===== config.mk =====
export PLATFORM = sky130hd
export DESIGN_NAME = volume_projection_connector
export DESIGN_NICKNAME = d
export VERILOG_FILES = /design/src/rtl/core/vpc_pkg.sv /design/src/rtl/core/vpc_front.sv /design/src/rtl/core/vpc_fifo.sv /design/src/rtl/core/vpc_back.sv /design/src/rtl/core/volume_projection_connector.sv
export VERILOG_INCLUDE_DIRS = /design/src /design/src/rtl/core
export SDC_FILE = /design/constraint.sdc
export NUM_CORES = 2
export LEC_CHECK = 0
export BUFFER_PORTS_ARGS = -buffer_cell sky130_fd_sc_hd__buf_2
export CORE_ASPECT_RATIO = 1.25
export CORE_MARGIN = 5
export CORE_UTILIZATION = 65
export CTS_BUF_LIST = sky130_fd_sc_hd__clkbuf_4 sky130_fd_sc_hd__clkbuf_8
export DETAILED_ROUTE_END_ITERATION = 12
export GPL_TIMING_DRIVEN = 0
export PLACE_DENSITY = 0.83
export SYNTH_ARGS = -nofsm -noshare
export SYNTH_HDL_FRONTEND = slang
export SYNTH_SLANG_ARGS = --single-unit

===== constraint.sdc =====
create_clock -name clk_i -period 12.6 [get_ports clk_i]
set_input_delay 1.26 -clock clk_i [delete_from_list [all_inputs] [get_ports clk_i]]
set_output_delay 1.26 -clock clk_i [all_outputs]
set_load 0.005 [all_outputs]

===== src/rtl/core/volume_projection_connector_defines.svh =====
// ----------------------------------------------------------------------------
// volume_projection_connector_defines
// Assertion macros for the connector RTL, used by the job queue.
// ----------------------------------------------------------------------------
`ifndef VOLUME_PROJECTION_CONNECTOR_DEFINES_SVH
`define VOLUME_PROJECTION_CONNECTOR_DEFINES_SVH

// same-cycle implication, sampled on clk_i, off during reset
`define VPC_ASSERT_IMPL(lbl, ante, cons, msg) \
  lbl: assert property (@(posedge clk_i) disable iff (!rst_ni) (ante) |-> (cons)) \
    else $error(msg);

// next-cycle implication
`define VPC_ASSERT_NEXT(lbl, ante, cons, msg) \
  lbl: assert property (@(posedge clk_i) disable iff (!rst_ni) (ante) |=> (cons)) \
    else $error(msg);

`endif


===== src/rtl/core/vpc_pkg.sv =====
// ----------------------------------------------------------------------------
// vpc_pkg
// Shared widths, codes and types of the volume projection connector.
// ----------------------------------------------------------------------------
`default_nettype none

package vpc_pkg;

  localparam int COORD_BITS = 21;
  localparam int INDEX_BITS = 24;
  localparam int BOX_W      = 3 * COORD_BITS;
  localparam int DIFF_W     = COORD_BITS + 1;
  localparam int MAG_W      = COORD_BITS + 1;
  localparam int SUM_W      = 2 * COORD_BITS + 3;
  // room for the squared distance times 10^12, kept even for the root
  localparam int ACC_W      = SUM_W + 41;
  localparam int ROOT_W     = ACC_W / 2;
  localparam int REM_W      = ROOT_W + 3;
  localparam int SCALE_STEPS = 12;
  localparam int CNT_W      = $clog2(ROOT_W);
  localparam int VEL_W      = 24;
  localparam int DELAY_W    = 32;
  localparam int THR_W      = 17;
  localparam int DRAW_W     = 16;
  localparam int MODE_W     = 2;
  localparam int CFG_IDX_W  = 3;
  localparam int CFG_DATA_W = BOX_W;
  localparam int FIFO_DEPTH = 2;
  localparam int FIFO_PTR_W = $clog2(FIFO_DEPTH);
  localparam int FIFO_CNT_W = $clog2(FIFO_DEPTH + 1);

  typedef enum logic [CFG_IDX_W-1:0] {
    CFG_SRC_LO    = 3'd0,
    CFG_SRC_HI    = 3'd1,
    CFG_DST_LO    = 3'd2,
    CFG_DST_HI    = 3'd3,
    CFG_THRESHOLD = 3'd4,
    CFG_DLY_MODE  = 3'd5,
    CFG_FIXED_DLY = 3'd6,
    CFG_VELOCITY  = 3'd7
  } cfg_idx_e;

  typedef enum logic [MODE_W-1:0] {
    DLY_ZERO   = 2'd0,
    DLY_FIXED  = 2'd1,
    DLY_RADIAL = 2'd2
  } dly_mode_e;

  typedef struct packed {
    logic [BOX_W-1:0]  src_lo;
    logic [BOX_W-1:0]  src_hi;
    logic [BOX_W-1:0]  dst_lo;
    logic [BOX_W-1:0]  dst_hi;
    logic [THR_W-1:0]  threshold;
  } front_cfg_t;

  typedef struct packed {
    dly_mode_e          mode;
    logic [DELAY_W-1:0] fixed_dly;
    logic [VEL_W-1:0]   velocity;
  } back_cfg_t;

  typedef struct packed {
    logic [INDEX_BITS-1:0]    pre_index;
    logic [INDEX_BITS-1:0]    post_index;
    logic signed [DIFF_W-1:0] dx;
    logic signed [DIFF_W-1:0] dy;
    logic signed [DIFF_W-1:0] dz;
  } job_t;

  function automatic logic signed [COORD_BITS-1:0] box_axis(
    input logic [BOX_W-1:0] box,
    input int unsigned      k
  );
    box_axis = box[k*COORD_BITS +: COORD_BITS];
  endfunction

endpackage

`default_nettype wire


===== src/rtl/core/vpc_front.sv =====
// ----------------------------------------------------------------------------
// vpc_front
// Accepts items, tracks the armed generator, filters receivers by box and
// draw, and queues connection jobs.
// ----------------------------------------------------------------------------
`default_nettype none

module vpc_front (
  input  wire logic                                   clk_i,
  input  wire logic                                   rst_ni,
  input  wire vpc_pkg::front_cfg_t                    cfg_i,
  input  wire logic                                   in_valid_i,
  output logic                                        in_stall_o,
  input  wire logic                                   req_type_i,
  input  wire logic signed [vpc_pkg::COORD_BITS-1:0]  pos_x_i,
  input  wire logic signed [vpc_pkg::COORD_BITS-1:0]  pos_y_i,
  input  wire logic signed [vpc_pkg::COORD_BITS-1:0]  pos_z_i,
  input  wire logic                                   coord_valid_i,
  input  wire logic [vpc_pkg::INDEX_BITS-1:0]         member_index_i,
  input  wire logic [vpc_pkg::DRAW_W-1:0]             random_draw_i,
  input  wire logic                                   fifo_full_i,
  output logic                                        push_o,
  output vpc_pkg::job_t                               job_o
);

  logic                              gen_active_q, gen_active_d;
  logic [vpc_pkg::BOX_W-1:0]         gen_pos_q, gen_pos_d;
  logic [vpc_pkg::INDEX_BITS-1:0]    gen_idx_q, gen_idx_d;

  logic                                     accept;
  logic [vpc_pkg::BOX_W-1:0]                pos_packed;
  logic signed [vpc_pkg::COORD_BITS-1:0]    pos_a [3];
  logic signed [vpc_pkg::DIFF_W-1:0]        diff_a [3];
  logic                                     src_in, dst_in, draw_ok;

  assign in_stall_o = fifo_full_i;
  assign accept     = in_valid_i && !fifo_full_i;
  assign pos_packed = {pos_z_i, pos_y_i, pos_x_i};
  assign pos_a[0]   = pos_x_i;
  assign pos_a[1]   = pos_y_i;
  assign pos_a[2]   = pos_z_i;
  assign draw_ok    = {1'b0, random_draw_i} < cfg_i.threshold;

  always_comb begin
    src_in = 1'b1;
    dst_in = 1'b1;
    for (int k = 0; k < 3; k++) begin
      diff_a[k] = vpc_pkg::DIFF_W'(pos_a[k])
                - vpc_pkg::DIFF_W'(vpc_pkg::box_axis(gen_pos_q, k));
      if (!(vpc_pkg::box_axis(cfg_i.src_lo, k) < pos_a[k] &&
            pos_a[k] <= vpc_pkg::box_axis(cfg_i.src_hi, k))) begin
        src_in = 1'b0;
      end
      if (!(vpc_pkg::DIFF_W'(vpc_pkg::box_axis(cfg_i.dst_lo, k)) < diff_a[k] &&
            diff_a[k] <= vpc_pkg::DIFF_W'(vpc_pkg::box_axis(cfg_i.dst_hi, k)))) begin
        dst_in = 1'b0;
      end
    end
  end

  always_comb begin
    gen_active_d = gen_active_q;
    gen_pos_d    = gen_pos_q;
    gen_idx_d    = gen_idx_q;
    if (accept && !req_type_i) begin
      if (!coord_valid_i) begin
        gen_active_d = 1'b0;
      end else begin
        gen_pos_d    = pos_packed;
        gen_idx_d    = member_index_i;
        gen_active_d = src_in;
      end
    end
  end

  assign push_o = accept && req_type_i && coord_valid_i && gen_active_q && dst_in && draw_ok;

  always_comb begin
    job_o.pre_index  = gen_idx_q;
    job_o.post_index = member_index_i;
    job_o.dx         = diff_a[0];
    job_o.dy         = diff_a[1];
    job_o.dz         = diff_a[2];
  end

  always_ff @(posedge clk_i or negedge rst_ni) begin
    if (!rst_ni) begin
      gen_active_q <= 1'b0;
      gen_pos_q    <= '0;
      gen_idx_q    <= '0;
    end else begin
      gen_active_q <= gen_active_d;
      gen_pos_q    <= gen_pos_d;
      gen_idx_q    <= gen_idx_d;
    end
  end

endmodule

`default_nettype wire


===== src/rtl/core/vpc_fifo.sv =====
// ----------------------------------------------------------------------------
// vpc_fifo
// Short job queue between the front filter and the delay unit.
// ----------------------------------------------------------------------------
`default_nettype none

`include "volume_projection_connector_defines.svh"

module vpc_fifo (
  input  wire logic          clk_i,
  input  wire logic          rst_ni,
  input  wire logic          push_i,
  input  wire vpc_pkg::job_t push_data_i,
  input  wire logic          pop_i,
  output vpc_pkg::job_t      pop_data_o,
  output logic               full_o,
  output logic               empty_o
);

  vpc_pkg::job_t                   mem_q [vpc_pkg::FIFO_DEPTH];
  logic [vpc_pkg::FIFO_PTR_W-1:0]  wr_ptr_q, rd_ptr_q;
  logic [vpc_pkg::FIFO_CNT_W-1:0]  count_q;

  assign full_o     = count_q == vpc_pkg::FIFO_CNT_W'(vpc_pkg::FIFO_DEPTH);
  assign empty_o    = count_q == '0;
  assign pop_data_o = mem_q[rd_ptr_q];

  always_ff @(posedge clk_i) begin
    if (push_i) begin
      mem_q[wr_ptr_q] <= push_data_i;
    end
  end

  always_ff @(posedge clk_i or negedge rst_ni) begin
    if (!rst_ni) begin
      wr_ptr_q <= '0;
      rd_ptr_q <= '0;
      count_q  <= '0;
    end else begin
      if (push_i) begin
        wr_ptr_q <= wr_ptr_q + 1'b1;
      end
      if (pop_i) begin
        rd_ptr_q <= rd_ptr_q + 1'b1;
      end
      if (push_i && !pop_i) begin
        count_q <= count_q + 1'b1;
      end else if (pop_i && !push_i) begin
        count_q <= count_q - 1'b1;
      end
    end
  end

  `VPC_ASSERT_IMPL(a_no_push_full, push_i, !full_o, "job pushed into full queue")
  `VPC_ASSERT_IMPL(a_no_pop_empty, pop_i, !empty_o, "job popped from empty queue")
  `VPC_ASSERT_NEXT(a_count_up, push_i && !pop_i, count_q == $past(count_q) + 1'b1,
                   "queue count did not advance on push")

endmodule

`default_nettype wire


===== src/rtl/core/vpc_back.sv =====
// ----------------------------------------------------------------------------
// vpc_back
// Delay unit: zero or fixed delay, or radial: squared distance, scale by 10^12,
// bitwise square root, restoring division by velocity; then the result register.
// ----------------------------------------------------------------------------
`default_nettype none

module vpc_back (
  input  wire logic                                clk_i,
  input  wire logic                                rst_ni,
  input  wire vpc_pkg::back_cfg_t                  cfg_i,
  input  wire logic                                fifo_empty_i,
  input  wire vpc_pkg::job_t                       job_i,
  output logic                                     pop_o,
  output logic                                     out_valid_o,
  input  wire logic                                out_stall_i,
  output logic [vpc_pkg::INDEX_BITS-1:0]           pre_index_o,
  output logic [vpc_pkg::INDEX_BITS-1:0]           post_index_o,
  output logic [vpc_pkg::DELAY_W-1:0]              delay_ns_o
);

  typedef enum logic [2:0] {
    B_IDLE,
    B_SQ,
    B_SCALE,
    B_SQRT,
    B_DIV,
    B_DONE
  } back_state_e;

  back_state_e                      state_q;
  logic [vpc_pkg::INDEX_BITS-1:0]   pre_q, post_q;
  logic [vpc_pkg::MAG_W-1:0]        mag_q [3];
  logic [vpc_pkg::CNT_W-1:0]        cnt_q;
  logic [vpc_pkg::ACC_W-1:0]        acc_q;
  logic [vpc_pkg::REM_W-1:0]        rem_q;
  logic [vpc_pkg::ROOT_W-1:0]       root_q;
  logic [vpc_pkg::VEL_W:0]          rdiv_q;
  logic [vpc_pkg::DELAY_W-1:0]      delay_q;
  logic                             out_valid_q;
  logic [vpc_pkg::INDEX_BITS-1:0]   out_pre_q, out_post_q;
  logic [vpc_pkg::DELAY_W-1:0]      out_delay_q;

  logic signed [vpc_pkg::DIFF_W-1:0] job_d [3];
  logic [vpc_pkg::MAG_W-1:0]         job_mag [3];
  logic [2*vpc_pkg::MAG_W-1:0]       sq;
  logic [vpc_pkg::REM_W-1:0]         rem_sh, trial;
  logic [vpc_pkg::VEL_W:0]           rdiv_sh;
  logic                              div_ge;
  logic                              out_free;

  assign job_d[0] = job_i.dx;
  assign job_d[1] = job_i.dy;
  assign job_d[2] = job_i.dz;

  always_comb begin
    for (int k = 0; k < 3; k++) begin
      job_mag[k] = job_d[k][vpc_pkg::DIFF_W-1] ? vpc_pkg::MAG_W'(-job_d[k])
                                                : vpc_pkg::MAG_W'(job_d[k]);
    end
  end

  assign sq      = mag_q[0] * mag_q[0];
  assign rem_sh  = {rem_q[vpc_pkg::REM_W-3:0], acc_q[vpc_pkg::ACC_W-1 -: 2]};
  assign trial   = vpc_pkg::REM_W'({root_q, 2'b01});
  assign rdiv_sh = {rdiv_q[vpc_pkg::VEL_W-1:0], root_q[vpc_pkg::ROOT_W-1]};
  assign div_ge  = rdiv_sh >= {1'b0, cfg_i.velocity};

  assign pop_o       = state_q == B_IDLE && !fifo_empty_i;
  assign out_free    = !out_valid_q || !out_stall_i;
  assign out_valid_o = out_valid_q;
  assign pre_index_o  = out_pre_q;
  assign post_index_o = out_post_q;
  assign delay_ns_o   = out_delay_q;

  always_ff @(posedge clk_i or negedge rst_ni) begin
    if (!rst_ni) begin
      state_q     <= B_IDLE;
      out_valid_q <= 1'b0;
      cnt_q       <= '0;
      pre_q       <= '0;
      post_q      <= '0;
      mag_q       <= '{default: '0};
      acc_q       <= '0;
      rem_q       <= '0;
      root_q      <= '0;
      rdiv_q      <= '0;
      delay_q     <= '0;
      out_pre_q   <= '0;
      out_post_q  <= '0;
      out_delay_q <= '0;
    end else begin
      if (out_valid_q && !out_stall_i) begin
        out_valid_q <= 1'b0;
      end
      unique case (state_q)
        B_IDLE: begin
          if (!fifo_empty_i) begin
            pre_q  <= job_i.pre_index;
            post_q <= job_i.post_index;
            mag_q  <= job_mag;
            acc_q  <= '0;
            cnt_q  <= '0;
            priority case (cfg_i.mode)
              vpc_pkg::DLY_FIXED: begin
                delay_q <= cfg_i.fixed_dly;
                state_q <= B_DONE;
              end
              vpc_pkg::DLY_RADIAL: begin
                if (cfg_i.velocity == '0) begin
                  delay_q <= '1;
                  state_q <= B_DONE;
                end else begin
                  state_q <= B_SQ;
                end
              end
              default: begin
                delay_q <= '0;
                state_q <= B_DONE;
              end
            endcase
          end
        end
        B_SQ: begin
          acc_q    <= acc_q + vpc_pkg::ACC_W'(sq);
          mag_q[0] <= mag_q[1];
          mag_q[1] <= mag_q[2];
          cnt_q    <= cnt_q + 1'b1;
          if (cnt_q == vpc_pkg::CNT_W'(2)) begin
            cnt_q   <= '0;
            state_q <= B_SCALE;
          end
        end
        B_SCALE: begin
          // times ten per cycle
          acc_q <= (acc_q << 3) + (acc_q << 1);
          cnt_q <= cnt_q + 1'b1;
          if (cnt_q == vpc_pkg::CNT_W'(vpc_pkg::SCALE_STEPS - 1)) begin
            cnt_q   <= '0;
            rem_q   <= '0;
            root_q  <= '0;
            state_q <= B_SQRT;
          end
        end
        B_SQRT: begin
          acc_q <= acc_q << 2;
          if (rem_sh >= trial) begin
            rem_q  <= rem_sh - trial;
            root_q <= {root_q[vpc_pkg::ROOT_W-2:0], 1'b1};
          end else begin
            rem_q  <= rem_sh;
            root_q <= {root_q[vpc_pkg::ROOT_W-2:0], 1'b0};
          end
          cnt_q <= cnt_q + 1'b1;
          if (cnt_q == vpc_pkg::CNT_W'(vpc_pkg::ROOT_W - 1)) begin
            cnt_q   <= '0;
            rdiv_q  <= '0;
            state_q <= B_DIV;
          end
        end
        B_DIV: begin
          // shift quotient bits in behind the root
          rdiv_q <= div_ge ? rdiv_sh - {1'b0, cfg_i.velocity} : rdiv_sh;
          root_q <= {root_q[vpc_pkg::ROOT_W-2:0], div_ge};
          cnt_q  <= cnt_q + 1'b1;
          if (cnt_q == vpc_pkg::CNT_W'(vpc_pkg::ROOT_W - 1)) begin
            cnt_q   <= '0;
            state_q <= B_DONE;
            if (|root_q[vpc_pkg::ROOT_W-2:vpc_pkg::DELAY_W-1]) begin
              delay_q <= '1;
            end else begin
              delay_q <= {root_q[vpc_pkg::DELAY_W-2:0], div_ge};
            end
          end
        end
        B_DONE: begin
          if (out_free) begin
            out_valid_q <= 1'b1;
            out_pre_q   <= pre_q;
            out_post_q  <= post_q;
            out_delay_q <= delay_q;
            state_q     <= B_IDLE;
          end
        end
        default: begin
          state_q <= B_IDLE;
        end
      endcase
    end
  end

endmodule

`default_nettype wire


===== src/rtl/core/volume_projection_connector.sv =====
// In zero and fixed delay modes an item passes the job queue, then the done
// state of the delay unit and the result register; radial mode adds squaring,
// scaling, and the serial square root and divider, one bit per cycle each.
// Throughput: one item per cycle while the 2-deep job queue has room; the
// delay unit finishes one connection at a time.
// Reset: asynchronous, active low; clears generator state, queue and outputs.
// ----------------------------------------------------------------------------
// volume_projection_connector
// Top level: configuration registers, front filter, job queue, delay unit.
// ----------------------------------------------------------------------------
`default_nettype none

module volume_projection_connector (
  input  wire logic                                   clk_i,
  input  wire logic                                   rst_ni,
  input  wire logic                                   cfg_we_i,
  input  wire logic [vpc_pkg::CFG_IDX_W-1:0]          cfg_idx_i,
  input  wire logic [vpc_pkg::CFG_DATA_W-1:0]         cfg_wdata_i,
  input  wire logic                                   in_valid_i,
  output logic                                        in_stall_o,
  input  wire logic                                   req_type_i,
  input  wire logic signed [vpc_pkg::COORD_BITS-1:0]  pos_x_i,
  input  wire logic signed [vpc_pkg::COORD_BITS-1:0]  pos_y_i,
  input  wire logic signed [vpc_pkg::COORD_BITS-1:0]  pos_z_i,
  input  wire logic                                   coord_valid_i,
  input  wire logic [vpc_pkg::INDEX_BITS-1:0]         member_index_i,
  input  wire logic [vpc_pkg::DRAW_W-1:0]             random_draw_i,
  output logic                                        out_valid_o,
  input  wire logic                                   out_stall_i,
  output logic [vpc_pkg::INDEX_BITS-1:0]              pre_index_o,
  output logic [vpc_pkg::INDEX_BITS-1:0]              post_index_o,
  output logic [vpc_pkg::DELAY_W-1:0]                 delay_ns_o
);

  logic [vpc_pkg::BOX_W-1:0]   src_lo_q, src_hi_q, dst_lo_q, dst_hi_q;
  logic [vpc_pkg::THR_W-1:0]   thr_q;
  logic [vpc_pkg::MODE_W-1:0]  mode_q;
  logic [vpc_pkg::DELAY_W-1:0] fixed_q;
  logic [vpc_pkg::VEL_W-1:0]   vel_q;

  vpc_pkg::front_cfg_t front_cfg;
  vpc_pkg::back_cfg_t  back_cfg;
  vpc_pkg::job_t       push_job, pop_job;
  logic                push, pop, fifo_full, fifo_empty;

  always_ff @(posedge clk_i or negedge rst_ni) begin
    if (!rst_ni) begin
      src_lo_q <= '0;
      src_hi_q <= '0;
      dst_lo_q <= '0;
      dst_hi_q <= '0;
      thr_q    <= vpc_pkg::THR_W'(65536);
      mode_q   <= vpc_pkg::DLY_ZERO;
      fixed_q  <= '0;
      vel_q    <= vpc_pkg::VEL_W'(1000);
    end else if (cfg_we_i) begin
      unique case (vpc_pkg::cfg_idx_e'(cfg_idx_i))
        vpc_pkg::CFG_SRC_LO:    src_lo_q <= cfg_wdata_i[vpc_pkg::BOX_W-1:0];
        vpc_pkg::CFG_SRC_HI:    src_hi_q <= cfg_wdata_i[vpc_pkg::BOX_W-1:0];
        vpc_pkg::CFG_DST_LO:    dst_lo_q <= cfg_wdata_i[vpc_pkg::BOX_W-1:0];
        vpc_pkg::CFG_DST_HI:    dst_hi_q <= cfg_wdata_i[vpc_pkg::BOX_W-1:0];
        vpc_pkg::CFG_THRESHOLD: thr_q    <= cfg_wdata_i[vpc_pkg::THR_W-1:0];
        vpc_pkg::CFG_DLY_MODE:  mode_q   <= cfg_wdata_i[vpc_pkg::MODE_W-1:0];
        vpc_pkg::CFG_FIXED_DLY: fixed_q  <= cfg_wdata_i[vpc_pkg::DELAY_W-1:0];
        vpc_pkg::CFG_VELOCITY:  vel_q    <= cfg_wdata_i[vpc_pkg::VEL_W-1:0];
        default: ;
      endcase
    end
  end

  always_comb begin
    front_cfg.src_lo    = src_lo_q;
    front_cfg.src_hi    = src_hi_q;
    front_cfg.dst_lo    = dst_lo_q;
    front_cfg.dst_hi    = dst_hi_q;
    front_cfg.threshold = thr_q;
    back_cfg.mode       = vpc_pkg::dly_mode_e'(mode_q);
    back_cfg.fixed_dly  = fixed_q;
    back_cfg.velocity   = vel_q;
  end

  vpc_front u_front (
    .clk_i          (clk_i),
    .rst_ni         (rst_ni),
    .cfg_i          (front_cfg),
    .in_valid_i     (in_valid_i),
    .in_stall_o     (in_stall_o),
    .req_type_i     (req_type_i),
    .pos_x_i        (pos_x_i),
    .pos_y_i        (pos_y_i),
    .pos_z_i        (pos_z_i),
    .coord_valid_i  (coord_valid_i),
    .member_index_i (member_index_i),
    .random_draw_i  (random_draw_i),
    .fifo_full_i    (fifo_full),
    .push_o         (push),
    .job_o          (push_job)
  );

  vpc_fifo u_fifo (
    .clk_i       (clk_i),
    .rst_ni      (rst_ni),
    .push_i      (push),
    .push_data_i (push_job),
    .pop_i       (pop),
    .pop_data_o  (pop_job),
    .full_o      (fifo_full),
    .empty_o     (fifo_empty)
  );

  vpc_back u_back (
    .clk_i        (clk_i),
    .rst_ni       (rst_ni),
    .cfg_i        (back_cfg),
    .fifo_empty_i (fifo_empty),
    .job_i        (pop_job),
    .pop_o        (pop),
    .out_valid_o  (out_valid_o),
    .out_stall_i  (out_stall_i),
    .pre_index_o  (pre_index_o),
    .post_index_o (post_index_o),
    .delay_ns_o   (delay_ns_o)
  );

endmodule

`default_nettype wire

==> results.md <==
- The maximum clock path buffer count is 3.
- The post-route fraction of the period consumed by the critical path is 72.7%.
- In this run the post-CTS setup repair buffer count came out at 0.
- The congestion estimate from routability-driven global placement came to 0.979.
- Cells fill 71.8% of the core in the end.
- The synthesis-to-layout area growth is 9.79%.
- The HPWL reported at the end of detailed placement is 169 mm.
- The global-route wire length before repair is 345 mm.
- The fraction of synthesis flops using an asynchronous set or reset pin is 78.9%.
- Post-CTS repair changed the size of 0 cells.
- The number of hold buffers added after CTS was 0.
- The worst flop-to-flop path startpoint is u_back.mag_q[59].
- The insertion delay to the later sink of the worst-skew pair is 940 ps.
- After routing, the total negative slack on setup checks comes to 0 ps.
- The synthesized instance count is 7,760.
- The all-layer global routing usage is 34.5%.
- The highest routing layer actually used is met5.
- The adder-cell area share of the yosys netlist is 20.9%.
- The tree is rooted in a clkbuf_8.
- The clock tree synthesis step divided the H-tree into 4 levels.
- The initial antenna violation count is 16.
- The die extent in y is 395 um.
- The critical path is of the reg -> reg type.
- The total area of sequential cells is 0.0282 mm^2.
- The synthesized netlist devotes 14.8% of its cell area to compound gates.
- The die is 318 um wide.
- Port buffering added 255 buffers.
- In the layout the commonest cells are inv_1, dfrtp_1, ha_1.
- In the routed layout, each cell is associated on average with a via count of 6.17.
- Across all layers, the routed design uses 61,400 vias.
- The mapped cell area is 0.0773 mm^2.
- The leading cell type in the layout, fill and taps excluded is inv_1.
- The type of the tightest min-delay check is in -> async.
- The post-synthesis area per instance is 9.96 um^2.
- The post-layout minimum cycle time is 9160 ps.
- The data required time at the worst endpoint is 13,330 ps.
- The area of the core is 0.118 mm^2.
- For this block, wires on met1 add up to 81.7 mm.
- The cell count after placement is 9,604.
- Synthesis inferred 1,080 register bits.
- For this run, the number of Yosys warnings is 0.
- The reg-to-reg critical path endpoint is u_back.acc_q[82].
- The initial core utilization is 65.4%.
- The routed wire length on met2 is 107 mm.
- STA classifies the critical path startpoint as a register.
- The final layout net count is 9,433.
- The worst reg2reg path depth is 25.
- The number of filler instances in the final layout is 8,443.
- The number of sinks handled by clock tree synthesis is 1,080.
- Cells with a size suffix above 1 make up 12.6% of the layout.
- Entering global routing, the biggest net connects 125 pins.
- After synthesis, the netlist uses 97 different library cells.
- TritonCTS built the clock tree.
- The final max-slew violation count is 0.
- At the pin with the least slew margin, the transition time is 1190 ps.
- The most common flop cell mapped by yosys is dfrtp_1.
- After synthesis, the share of cell area in mux cells is 7.26%.
- Of all nets on the critical path, the largest fanout is 10.
- The clock transition at the register clock pins on the worst setup and hold paths after CTS is 60 ps.
- Of the total synthesized cell area, the portion taken by AND, OR, NAND and NOR gates is 9.98%.
- The final routed wire length divided by cell count is 22.1 um.
- The cell row count is 141.
- The final number of hold-violating endpoints was 0.
- By area, the combinational part of the netlist is dominated by adder cells.
- The setup skew after layout is 47.4 ps.
- The final antenna-violating net count is 0.
- Sequential cells were found to cover 36.5% of the synthesized design area.
- In the routed design, unresolved DRC markers number 0.
- Across all register-to-register paths, the minimum setup slack is 3440 ps.
- The nature of the critical path endpoint is a register.
- Counting flops with a built-in enable in the synthesized netlist gives 228.
- The run finished with clean final reports.
- At the worst endpoint, the arrival time is 9890 ps.
- The count of final setup violators is 0.
- The detailed router finished its first iteration with 5,193 violations.
- The die covers 0.126 mm^2.
- Hold is met by 402 ps.
- Before antenna repair, the detailed router went through 7 iterations.
- The via count of the first global-routing pass came to 63,200.
- The synthesized net count is 8,988.
- Headroom to the max-slew limit came out at 20.7%.
- The multi-input logic area is 0.0439 mm^2.
- For this run the aggregate overflow at the end of global routing stands at 0.
- Max-cap violations in this run came to 0.
- Setup repair after global routing left no endpoint under its margin.
- After detailed routing, the total wire length is 220 mm.
- Of the total synthesized cell area, the portion taken by XOR and XNOR cells is 3.73%.
- Buffers inserted during clock tree synthesis total 172.
- Timing would allow up to 109 MHz.
- The met3 layer wire length in the routed design is 14.9 mm.
- The final instance count without filler cells is 9,940.
- The number of top-level design ports is 258.
[cell type report]
| type | count | share of cell area [%] |
|---|---|---|
| flip-flops and latches | 1080 | 33.2 |
| inverters | 1051 | 4.65 |
| plain buffers | 337 | 1.56 |
| repair buffers | 271 | 1.92 |
| multi-input cells | 5292 | 51.7 |
| diodes | 13 | 0.0383 |
| well taps | 1573 | 2.32 |
| clock buffers | 273 | 3.98 |
| clock inverters | 50 | 0.622 |
[sequential cells by signal, indices dropped and copies added (netlist names), 6 cells and up]
name / flops
u_back.mag_q: 66
u_back.pre_q: 24
thr_q: 17
dst_lo_q: 63
u_back.cnt_q: 6
u_back.pre_index_o: 24
u_front.gen_idx_q: 24
u_back.post_index_o: 24
u_back.delay_q: 32
u_back.post_q: 24
u_back.rem_q: 44
u_back.delay_ns_o: 32
u_front.gen_pos_q: 63
fixed_q: 32
dst_hi_q: 63
src_hi_q: 63
u_fifo.mem_q: 228
u_back.acc_q: 86
u_back.root_q: 43
src_lo_q: 63
u_back.rdiv_q: 24
vel_q: 24
[stage by stage]
step | worst slack [ps] | instance area, um^2
after CTS | 3600 | 84800
after global routing | 3220 | 84800
after global placement | -7810 | 80500
after floorplan | 1330 | 77300
after detailed placement | 3280 | 80900
final | 3440 | 84800
[worst max-delay path by stage]
| stage | endpoint | cells past startpoint | from | slack (ps) |
|---|---|---|---|---|
| 6_report | u_back.acc_q[82] | 25 | u_back.mag_q[59] | 3440 |
| 5_1_grt | u_back.acc_q[82] | 27 | u_back.mag_q[63] | 3220 |
| 4_1_cts | u_back.acc_q[82] | 25 | u_back.mag_q[59] | 3600 |
| 3_5_place_dp | u_fifo.mem_q[0][76] | 30 | pos_y_i[0] | 3280 |
| 3_3_place_gp | u_back.post_index_o[10] | 1 | rst_ni | -7810 |
| 2_1_floorplan | u_fifo.mem_q[0][0] | 26 | pos_y_i[0] | 1330 |
[synthesized netlist by cell type, drive strengths merged, types with 61 or more instances]
cell type,instances,area share (%)
nand3,80,0.52
a22oi,61,0.59
nor2,303,1.5
buf,61,0.38
clkbuf,276,1.3
dfrtp,845,27
nor3,124,0.83
fa,401,10
a21oi,409,2.7
edfxtp,228,8.9
mux2i,151,2.0
nand2,600,2.9
xor2,147,1.7
ha,651,11
xnor2,182,2.1
a22o,61,0.69
and2,128,1.0
o21ai,570,3.7
inv,1051,5.1
nand4,117,0.96
a21o,204,2.0
mux2,364,5.3
[critical path, cell delays in order (launching register included)]
cell      delay, ps
dfrtp_1         680
clkbuf_1        680
nand2_1         260
fa_1            590
inv_1            50
fa_1            540
fa_1            440
fa_1            530
fa_1            520
fa_1            540
inv_1            50
fa_1            530
inv_1            50
ha_1            270
buf_2           160
a21oi_1         190
o21ai_0         200
nor4_1          420
a21oi_1         210
a21oi_1         460
a21oi_1         250
o21ai_1         630
nor2_1          230
nand4_1         170
xor2_1          150
o211ai_1        110
[per-layer routing]
| layer | vias up | GRT usage [%] |
|---|---|---|
| met5 | - | 0 |
| li1 | 27800 | - |
| met1 | 30200 | 41.3 |
| met4 | 2 | 21.1 |
| met3 | 819 | 5.50 |
| met2 | 2592 | 58.5 |
[cell families after synthesis]
kind of cell    Yosys count
compound gates         1786
simple gates           1610
buf+inv                1388
flops                  1080
fa+ha+maj              1052
mux                     515
xor+xnor                329
Power is not shown: default switching activity piles up to over one toggle a cycle in this logic, so the estimate is an artifact.
